File: src/rtl/gae_pkg.sv
// ----------------------------------------------------------------------------
// gae_pkg
// shared types, constants and header helpers for the gif application
// extension extractor
// ----------------------------------------------------------------------------
package gae_pkg;

    localparam int unsigned BYTE_W      = 8;
    localparam int unsigned ID_W        = 64;
    localparam int unsigned AUTH_W      = 24;
    localparam int unsigned CFG_DATA_W  = 64;
    localparam int unsigned CFG_IDX_W   = 1;
    localparam int unsigned STATUS_W    = 2;
    localparam int unsigned HPOS_W      = 4;
    localparam int unsigned USER_W      = 8;

    // register indexes
    localparam logic [CFG_IDX_W-1:0] REG_APP_ID = 1'd0;
    localparam logic [CFG_IDX_W-1:0] REG_AUTH   = 1'd1;

    localparam logic [ID_W-1:0]   APP_ID_RST = 64'd5783832781612199985;
    localparam logic [AUTH_W-1:0] AUTH_RST   = 24'd4344142;

    localparam logic [BYTE_W-1:0] INTRODUCER    = 8'h21;
    localparam logic [BYTE_W-1:0] APP_LABEL     = 8'hFF;
    localparam logic [BYTE_W-1:0] APP_BLOCK_LEN = 8'h0B;
    localparam logic [HPOS_W-1:0] HEADER_BYTES  = 4'd14;

    // status codes
    localparam logic [STATUS_W-1:0] ST_FOUND    = 2'd0;
    localparam logic [STATUS_W-1:0] ST_NO_MATCH = 2'd1;
    localparam logic [STATUS_W-1:0] ST_TRUNC    = 2'd2;

    typedef struct packed {
        logic [BYTE_W-1:0]   data;
        logic                byte_valid;
        logic                done;
        logic [STATUS_W-1:0] status;
    } t_result;

    // header data byte k: 0..7 from the id (first byte msb), 8..10 from auth code
    function automatic logic [BYTE_W-1:0] expected_byte(
        input logic [ID_W-1:0]   app_id,
        input logic [AUTH_W-1:0] auth,
        input logic [HPOS_W-1:0] k
    );
        logic [ID_W+AUTH_W-1:0] hdr;
        logic [BYTE_W-1:0]      sel;
        hdr = {app_id, auth};
        sel = '0;
        for (int i = 0; i < (ID_W + AUTH_W) / BYTE_W; i++) begin
            if (k == HPOS_W'(i)) begin
                sel = hdr[ID_W+AUTH_W-1-BYTE_W*i -: BYTE_W];
            end
        end
        return sel;
    endfunction

endpackage

File: src/rtl/gif_app_extension_extractor.sv
// ----------------------------------------------------------------------------
// gif_app_extension_extractor
// finds a gif application extension with a configured id and auth code and
// streams out the data bytes of its payload sub-blocks, one status per file
// ----------------------------------------------------------------------------
//
//  channel   dir  contents
//  s_axis    in   tdata[7:0] file byte, tlast final byte of the file
//  m_axis    out  tdata[7:0] payload byte, tuser[0] byte valid,
//                 tuser[2:1] status, tlast status result of the file
//  cfg       in   i_cfg_we / i_cfg_index / i_cfg_data, 0 app id, 1 auth code
//
//  one byte per cycle while s_axis_tready is high; the parse state updates in the cycle
//  a byte is taken and its result lands in the output or skid register on the same edge
//  s_axis_tready falls only while a second result waits in the skid stage,
//  i.e. after the output has been stalled with a result behind it
//  i_rst_n (synchronous, active low) returns the parser to scan and loads
//  the config registers with their default id and auth code
//
module gif_app_extension_extractor (
    input  logic                          i_clk,
    input  logic                          i_rst_n,
    // byte stream in
    input  logic                          s_axis_tvalid,
    output logic                          s_axis_tready,
    input  logic [gae_pkg::BYTE_W-1:0]    s_axis_tdata,   // [7:0] in_byte
    input  logic                          s_axis_tlast,   // end_of_data
    // result stream out
    output logic                          m_axis_tvalid,
    input  logic                          m_axis_tready,
    output logic [gae_pkg::BYTE_W-1:0]    m_axis_tdata,   // [7:0] out_byte
    output logic [gae_pkg::USER_W-1:0]    m_axis_tuser,   // [0] byte_valid, [2:1] status
    output logic                          m_axis_tlast,   // done_res
    // configuration writes
    input  logic                          i_cfg_we,
    input  logic [gae_pkg::CFG_IDX_W-1:0] i_cfg_index,
    input  logic [gae_pkg::CFG_DATA_W-1:0] i_cfg_data
);
    import gae_pkg::*;

    // parser modes
    localparam logic [2:0] M_SCAN      = 3'd0;
    localparam logic [2:0] M_LABEL     = 3'd1;
    localparam logic [2:0] M_SKIP_LEN  = 3'd2;
    localparam logic [2:0] M_SKIP_DATA = 3'd3;
    localparam logic [2:0] M_PAY_LEN   = 3'd4;
    localparam logic [2:0] M_PAY_DATA  = 3'd5;
    localparam logic [2:0] M_DRAIN     = 3'd6;

    // config registers
    logic [ID_W-1:0]   r_app_id;
    logic [AUTH_W-1:0] r_auth;

    // parse state
    logic [2:0]        r_mode,  n_mode;
    logic [HPOS_W-1:0] r_hpos,  n_hpos;
    logic              r_match, n_match;
    logic [BYTE_W-1:0] r_left,  n_left;

    // output register and skid stage
    t_result r_out, r_skid, n_res;
    logic    r_out_valid, r_skid_valid, n_res_valid;

    logic              s_take, m_take, last;
    logic [BYTE_W-1:0] b, left_dec;
    logic [BYTE_W-1:0] exp_byte;

    assign s_axis_tready = !r_skid_valid;
    assign s_take        = s_axis_tvalid && s_axis_tready;
    assign m_take        = m_axis_tvalid && m_axis_tready;
    assign b             = s_axis_tdata;
    assign last          = s_axis_tlast;
    assign left_dec      = r_left - BYTE_W'(1);
    // header position 2..12 compares id/auth bytes 0..10
    assign exp_byte      = expected_byte(r_app_id, r_auth, r_hpos - HPOS_W'(2));

    // ---------------- config ----------------
    always_ff @(posedge i_clk) begin
        if (!i_rst_n) begin
            r_app_id <= APP_ID_RST;
            r_auth   <= AUTH_RST;
        end else if (i_cfg_we) begin
            unique case (i_cfg_index)
                REG_APP_ID: r_app_id <= i_cfg_data;
                REG_AUTH:   r_auth   <= i_cfg_data[AUTH_W-1:0];
                default:    ;
            endcase
        end
    end

    // ---------------- parser next state ----------------
    always_comb begin
        logic found_early;
        found_early  = 1'b0;
        n_mode       = r_mode;
        n_hpos       = r_hpos;
        n_match      = r_match;
        n_left       = r_left;
        n_res        = '0;

        unique case (r_mode)
            M_LABEL: begin
                // label byte is not used to pick the walk, only compared
                n_match = (b == APP_LABEL);
                n_hpos  = HPOS_W'(1);
                n_mode  = M_SKIP_LEN;
                if (last) begin
                    n_res.done   = 1'b1;
                    n_res.status = ST_NO_MATCH;
                end
            end
            M_SKIP_LEN: begin
                if (r_hpos == HPOS_W'(1)) begin
                    n_match = r_match && (b == APP_BLOCK_LEN);
                    n_hpos  = HPOS_W'(2);
                end
                if (b == '0) begin
                    n_mode = M_SCAN;
                end else begin
                    n_left = b;
                    n_mode = M_SKIP_DATA;
                end
                if (last) begin
                    n_res.done   = 1'b1;
                    n_res.status = ST_NO_MATCH;
                end
            end
            M_SKIP_DATA: begin
                if (r_hpos >= HPOS_W'(2) && r_hpos < HEADER_BYTES - HPOS_W'(1)) begin
                    n_match = r_match && (b == exp_byte);
                    n_hpos  = r_hpos + HPOS_W'(1);
                end
                n_left = left_dec;
                if (left_dec == '0) begin
                    // whole header seen and matched: payload sub-blocks follow
                    if (n_match && n_hpos == HEADER_BYTES - HPOS_W'(1)) begin
                        n_mode = M_PAY_LEN;
                    end else begin
                        n_mode = M_SKIP_LEN;
                    end
                end
                if (last) begin
                    n_res.done   = 1'b1;
                    n_res.status = (n_mode == M_PAY_LEN) ? ST_FOUND : ST_NO_MATCH;
                end
            end
            M_PAY_LEN: begin
                if (b == '0) begin
                    // terminator: report now, drain the rest of the file
                    n_res.done   = 1'b1;
                    n_res.status = ST_FOUND;
                    found_early  = 1'b1;
                end else begin
                    n_left = b;
                    n_mode = M_PAY_DATA;
                    if (last) begin
                        n_res.done   = 1'b1;
                        n_res.status = ST_TRUNC;
                    end
                end
            end
            M_PAY_DATA: begin
                n_res.data       = b;
                n_res.byte_valid = 1'b1;
                n_left           = left_dec;
                if (left_dec == '0) begin
                    n_mode = M_PAY_LEN;
                end
                if (last) begin
                    n_res.done   = 1'b1;
                    n_res.status = (left_dec == '0) ? ST_FOUND : ST_TRUNC;
                end
            end
            M_DRAIN: begin
            end
            default: begin
                // scan, and the unused code
                if (b == INTRODUCER) begin
                    n_mode  = M_LABEL;
                    n_hpos  = '0;
                    n_match = 1'b1;
                end
                if (last) begin
                    n_res.done   = 1'b1;
                    n_res.status = ST_NO_MATCH;
                end
            end
        endcase

        // end of file resets everything for the next file
        if (last) begin
            n_mode  = M_SCAN;
            n_hpos  = '0;
            n_match = 1'b1;
            n_left  = '0;
        end else if (found_early) begin
            n_mode  = M_DRAIN;
            n_hpos  = '0;
            n_match = 1'b1;
            n_left  = '0;
        end

        n_res_valid = n_res.byte_valid || n_res.done;
    end

    always_ff @(posedge i_clk) begin
        if (!i_rst_n) begin
            r_mode  <= M_SCAN;
            r_hpos  <= '0;
            r_match <= 1'b1;
            r_left  <= '0;
        end else if (s_take) begin
            r_mode  <= n_mode;
            r_hpos  <= n_hpos;
            r_match <= n_match;
            r_left  <= n_left;
        end
    end

    // ---------------- output register with skid ----------------
    always_ff @(posedge i_clk) begin
        if (!i_rst_n) begin
            r_out_valid  <= 1'b0;
            r_skid_valid <= 1'b0;
        end else if (!r_out_valid || m_take) begin
            if (r_skid_valid) begin
                // input is held off while the skid is full
                r_out_valid  <= 1'b1;
                r_skid_valid <= 1'b0;
            end else begin
                r_out_valid  <= s_take && n_res_valid;
            end
        end else if (s_take && n_res_valid) begin
            r_skid_valid <= 1'b1;
        end
    end

    always_ff @(posedge i_clk) begin
        if (!r_out_valid || m_take) begin
            r_out <= r_skid_valid ? r_skid : n_res;
        end else if (s_take && n_res_valid) begin
            r_skid <= n_res;
        end
    end

    assign m_axis_tvalid = r_out_valid;
    assign m_axis_tdata  = r_out.data;
    assign m_axis_tlast  = r_out.done;
    assign m_axis_tuser  = {{(USER_W-STATUS_W-1){1'b0}}, r_out.status, r_out.byte_valid};

    // ---------------- assertions ----------------
    // the skid stage only fills behind a waiting result
    a_skid_behind_out: assert property (@(posedge i_clk) disable iff (!i_rst_n)
        r_skid_valid |-> r_out_valid)
        else $error("skid holds a result with the output register empty");

    // every result carries a byte or a status
    a_result_nonempty: assert property (@(posedge i_clk) disable iff (!i_rst_n)
        m_axis_tvalid |-> (m_axis_tuser[0] || m_axis_tlast))
        else $error("empty result on the output");

    // status is zero except on the final result of a file
    a_status_on_done: assert property (@(posedge i_clk) disable iff (!i_rst_n)
        (m_axis_tvalid && !m_axis_tlast) |-> (m_axis_tuser[2:1] == ST_FOUND))
        else $error("status set on a result that is not final");

    // the final byte of a file leaves the parser in scan
    a_eof_clears: assert property (@(posedge i_clk) disable iff (!i_rst_n)
        (s_take && s_axis_tlast) |=> (r_mode == M_SCAN && r_left == '0))
        else $error("parser not cleared after end of file");

endmodule
File: config.mk
export PLATFORM = sky130hd
export DESIGN_NAME = gif_app_extension_extractor
export DESIGN_NICKNAME = d
export VERILOG_FILES = /design/src/rtl/gae_pkg.sv /design/src/rtl/gif_app_extension_extractor.sv
export SDC_FILE = /design/constraint.sdc
export NUM_CORES = 1
export LEC_CHECK = 0
export ABC_AREA = 1
export BUFFER_PORTS_ARGS = -buffer_cell sky130_fd_sc_hd__buf_2
export CORE_UTILIZATION = 59
export CTS_BUF_LIST = sky130_fd_sc_hd__clkbuf_2 sky130_fd_sc_hd__clkbuf_4 sky130_fd_sc_hd__clkbuf_8
export CTS_CLUSTER_SIZE = 40
export DETAILED_ROUTE_END_ITERATION = 12
export GPL_ROUTABILITY_DRIVEN = 0
export PLACE_DENSITY = 0.84
export SLEW_MARGIN = 20
export SYNTH_ARGS = -nofsm -noshare
export SYNTH_HDL_FRONTEND = slang
export SYNTH_SLANG_ARGS = --single-unit
File: constraint.sdc
create_clock -name i_clk -period 3.54 [get_ports i_clk]
set_input_delay 0.354 -clock i_clk [delete_from_list [all_inputs] [get_ports i_clk]]
set_output_delay 0.354 -clock i_clk [all_outputs]
set_load 0.02 [all_outputs]
# --- Yosys cells after proc, flatten, opt, wreduce, memory -nomap -nowiden ---
# Index checks and enable logic that the tools add are counted.
totals:
  input_bits: 79
  mem_bits_rw: 0
  rom_bits: 0
  elab_cells: 132
  latchBits: 0
  n_memories: 0
  regBits: 130
op_classes:
  mux: 52
  mul: 0
  reduce_logical: 27
  n_div: 0
  shifts: 0
  addsub: 3
  n_bitwise: 3
  n_lt_le_gt_ge: 2
  eq_ne: 29
ops:
  columns: ["operator", "n"]
  rows:
  - ["two-way mux 8 bit", 14]
  - ["two-way mux 3 bit", 13]
  - ["two-way mux 4 bit", 6]
  - ["case mux 3 bit (6 select lines)", 1]
  - ["equality test 4 x 3 -> 1 bit (second input constant)", 4]
  - ["equality test 4 bit (second input constant)", 4]
  - ["zero test 8 bit", 2]
  - ["case mux 4 bit (4 select lines)", 1]
  - ["case mux 8 bit (2 select lines)", 1]
  - ["equality test 3 bit (second input constant)", 4]
  - ["two-way mux 12 bit", 1]
  - ["inequality test 4 bit (second input constant)", 3]
  - ["case mux 3 bit (4 select lines)", 1]
  - ["two-way mux 1 bit", 10]
  - ["two-way mux 9 bit", 1]
  - ["equality test 4 x 1 -> 1 bit (second input constant)", 2]
  - ["equality test 4 x 2 -> 1 bit (second input constant)", 2]
  - ["equality test 8 x 4 -> 1 bit (second input constant)", 1]
  - ["equality test 8 x 6 -> 1 bit (second input constant)", 1]
  - ["equality test 8 bit", 1]
  - ["equality test 8 bit (second input constant)", 1]
  - ["nonzero test 8 bit", 1]
  - ["subtractor 8 x 1 -> 8 bit (second input constant)", 1]
  - ["logical AND 1 bit", 7]
  - ["other kinds (23)", 33]

# --- Depth between registers and ports, before layout ---
depth:
  word_depth: 28
  ltp_mapped: 33

# --- Least setup slack after synthesis ---
# OpenSTA, ideal clock, no wires.
synth_timing:
  path_kind: "flip-flop to flip-flop"
  from: "register r_hpos[1]"
  to: "register r_out, in the netlist m_axis_tuser[1], data pin"
  slack_ns: 0.769
  arrival_time_ns: 2.519
  stages_incl_launch_ff: 27
  period_less_slack_ns: 2.771
  setup_ns: 0.252
  path_cell_list: "dfxtp_1 > inv_1 > ha_1 > inv_2 > nor2_4 > nand2_2 > buf_6 > o21ai_2 > inv_1 > a21oi_1 > nor2_1 > o21bai_1 > nand2_1 > nand2_1 > nand2_1 > nand2_1 > nand2_1 > nand2_1 > nand2_1 > nor2_1 > nand2_1 > nand2_2 > nand4_1 > nand2_1 > o21ai_2 > nand2_1 > nand2_1"
synth_lines:
  columns: ["element", "line", "source"]
  rows:
  - ["start, declared", "gif_app_extension_extractor.sv:56", "logic [HPOS_W-1:0] r_hpos, n_hpos;"]
  - ["start signal, assigned", "gif_app_extension_extractor.sv:214", "r_hpos <= n_hpos;"]
  - ["end signal, assigned", "gif_app_extension_extractor.sv:240", "r_out <= r_skid_valid ? r_skid : n_res;"]
  - ["end, declared", "gif_app_extension_extractor.sv:61", "t_result r_out, r_skid, n_res;"]

==> flow_summary.json <==
{
  "outcome": "finished, final reports clean",
  "drive_above_1_share": 0.152,
  "yosysWarnings": 0,
  "period_share": 0.886,
  "synth-seq-area-share": 0.427,
  "dieArea_um2": 11700,
  "r2r_setup_slack_ns": 0.41,
  "worst_pin_slew_ns": 0.801,
  "swShare": 0.297,
  "maxSlewViolCount": 0,
  "setup_violations": 0,
  "netlist_instances": 984,
  "antenna_found_initial": 0,
  "fillCellCount": 982,
  "clkSinkCount": 130,
  "yosys-top-cells-area": "dfxtp_1 (32%), nand2_1 (15%), edfxtp_1 (11%)",
  "fmax_mhz": 319,
  "root_buffer": "clkbuf_8",
  "slew-limit-headroom": 0.465,
  "grt_remaining_overflow": 0,
  "viasPerCell": 5.43,
  "syn_to_final_growth_pct": 14.1,
  "rsz0062_at_grt": "false",
  "final_cell_mix": "nand2_1 (258), nor2_1 (161), dfxtp_1 (105), buf_2 (92), inv_1 (91)",
  "num_rows": 38,
  "grt_pass1_vias": 6090,
  "power.switching_mw": 1.04,
  "dieHeight_um": 108,
  "hpwl_um": 11800,
  "post-route-min-period_ns": 3.13,
  "p_clk_frac": 0.366,
  "drv_cap": 0,
  "clkLatencyLatePin_ns": 0.45,
  "tns_ns": 0,
  "drt_iter0_markers": 569,
  "layout_commonest_cell": "nand2_1",
  "core_area_um2": 10900,
  "drt_wl_total_um": 16800,
  "drc_errors": 0,
  "synth_cell_type_count": 40,
  "clock-skew-final_ns": 0.0123,
  "crit_fanout": 14,
  "finalHoldViolCount": 0,
  "grt_pass1_wl_um": 28200,
  "grt_usage": 0.309,
  "fp.dieW_um": 108,
  "placedCellCount": 1181,
  "powerDensity_nw_per_um2": 463,
  "irDropWorstVdd_uv": 562,
  "num_vias": 6583,
  "n_antenna_cell": 0,
  "worstSetupPathType": "reg -> reg",
  "path_clk_slew_ns": 0.08,
  "worstSetupStartpointType": "register",
  "final_antenna_net_count": 0,
  "endpoint_kind": "register",
  "ys_ff_latch": 130,
  "dr.pass1.iters": 5,
  "hold_buffers": 0,
  "required_ns": 3.74,
  "grt_max_degree": 63,
  "nets": 1147,
  "cts_tree": "done",
  "worst-endpoint-arrival_ns": 3.33,
  "syn_avg_cell_area_um2": 6.77,
  "synth_top_cell_area_share": 0.319,
  "yosys.area.top_type": "dfxtp_1",
  "p_seq_frac": 0.468,
  "wl_per_cell_um": 13.9,
  "htreeDepth": 4,
  "hold_path.class": "in -> reg",
  "syn-cell-area_um2": 6660,
  "ioPinCount": 98,
  "cts_buffers": 17,
  "cts_buffer_depth": 2,
  "stdcell_count": 1213,
  "p_leak_nw": 3.68,
  "port_buffers": 92,
  "p_int_mw": 2.47,
  "initial_core_util": 0.609,
  "pwr-share-comb": 0.166
}
==> final timing paths <==
| kind | from | to | cells past startpoint |
|---|---|---|---|
| setup / recovery | r_hpos[2] | m_axis_tuser[1] | 25 |
| hold / removal | i_cfg_data[54] | r_app_id[54] | 3 |
| setup reg to reg | r_hpos[2] | m_axis_tuser[1] | 25 |
| hold reg to reg | r_app_id[16] | r_app_id[16] | 2 |
==> critical path: stages (launching register included) <==
cell and delay (ns):
dfxtp_1 0.41, inv_1 0.11, ha_4 0.30, inv_2 0.08
nor2_4 0.14, nand2_2 0.17, o21ai_2 0.16, inv_1 0.05
a21oi_1 0.19, nor2_1 0.09, o21bai_1 0.12, nand2_1 0.06
nand2_1 0.05, nand2_1 0.10, nand2_1 0.08, nand2_1 0.04
nand2_1 0.05, nand2_1 0.05, nor2_1 0.11, nand2_1 0.08
nand2_2 0.07, nand4_1 0.07, nand2_1 0.10, o21ai_2 0.06
nand2_1 0.06, nand2_1 0.06
==> synth_stat cells (all sizes together) <==
master and instances:
nor3 8, a311oi 1, inv 95, nand2 265
o21ai 93, ha 8, clkbuf 32, and3 1
or2 14, xnor2 2, a31oi 2, clkinv 3
buf 13, xor2 5, nor3b 1, dfxtp 106
a21boi 1, o211ai 3, conb 1, a21oi 35
nand3 76, nor2 167, a211oi 10, nand3b 1
o32ai 1, o21bai 1, nand4 11, nor4 4
edfxtp 24
==> metrics by stage <==
step / utilization / hold slack [ns] / power [mW] / cell area [um2] / worst slack [ns]
after CTS: 0.692 / 0.0987 / 3.51 / 7570 / 0.328
after global placement: 0.655 / 0.436 / 2.23 / 7160 / 0.432
after global routing: 0.695 / 0.121 / 3.67 / 7600 / 0.0517
final: 0.695 / 0.113 / 3.51 / 7600 / 0.405
after floorplan: - / 0.421 / 2.08 / 6680 / 0.769
after detailed placement: 0.655 / 0.444 / 2.24 / 7160 / 0.352
==> state kept, by name (all words and copies together), names as in the netlist, 3 cells and up <==
signal,count
r_auth,24
r_hpos,4
r_left,8
m_axis_tdata,8
r_skid,12
r_mode,3
m_axis_tuser,3
r_app_id,64
==> area by class of cell <==
type	instances	area, um2	share of cell area
flip-flops and latches	130	2840	0.374
clock inverters	11	130	0.0171
multi-input cells	715	3300	0.434
repair buffers	98	505	0.0665
clock buffers	21	274	0.0361
well taps	140	175	0.0231
inverters	98	368	0.0484
==> metal layers <==
layer	track usage	vias up	part of all wire
li1	-	3292	-
met5	0	-	0
met2	0.507	250	0.46
met3	0.0681	58	0.062
met4	0.147	0	0.038
met1	0.383	2983	0.44
==> kinds of logic after synthesis <==
logic type,share of synthesized area
adder cells (fa/ha/maj),0.0150
other,0.000563
AO/OA/AOI/OAI,0.119
flip-flops,0.427
XOR/XNOR,0.00921
AND/OR/NAND/NOR,0.344
buffers and inverters,0.0853
==> what timing repair did <==
action                     CTS  global route
setup buffers                0             0
setup endpoints to repair    0             4
resized for setup            0             5
==> power groups by stage <==
stage               clock network, mW  registers [mW]  logic (mW)
finish                           1.29            1.64       0.583
global route                     1.35            1.65       0.666
CTS                              1.29            1.64       0.570
detailed placement                  0            1.67       0.566
global placement                    0            1.67       0.553
floorplan                           0            1.67       0.411
Note: power is estimated with default switching activity, not from simulation.
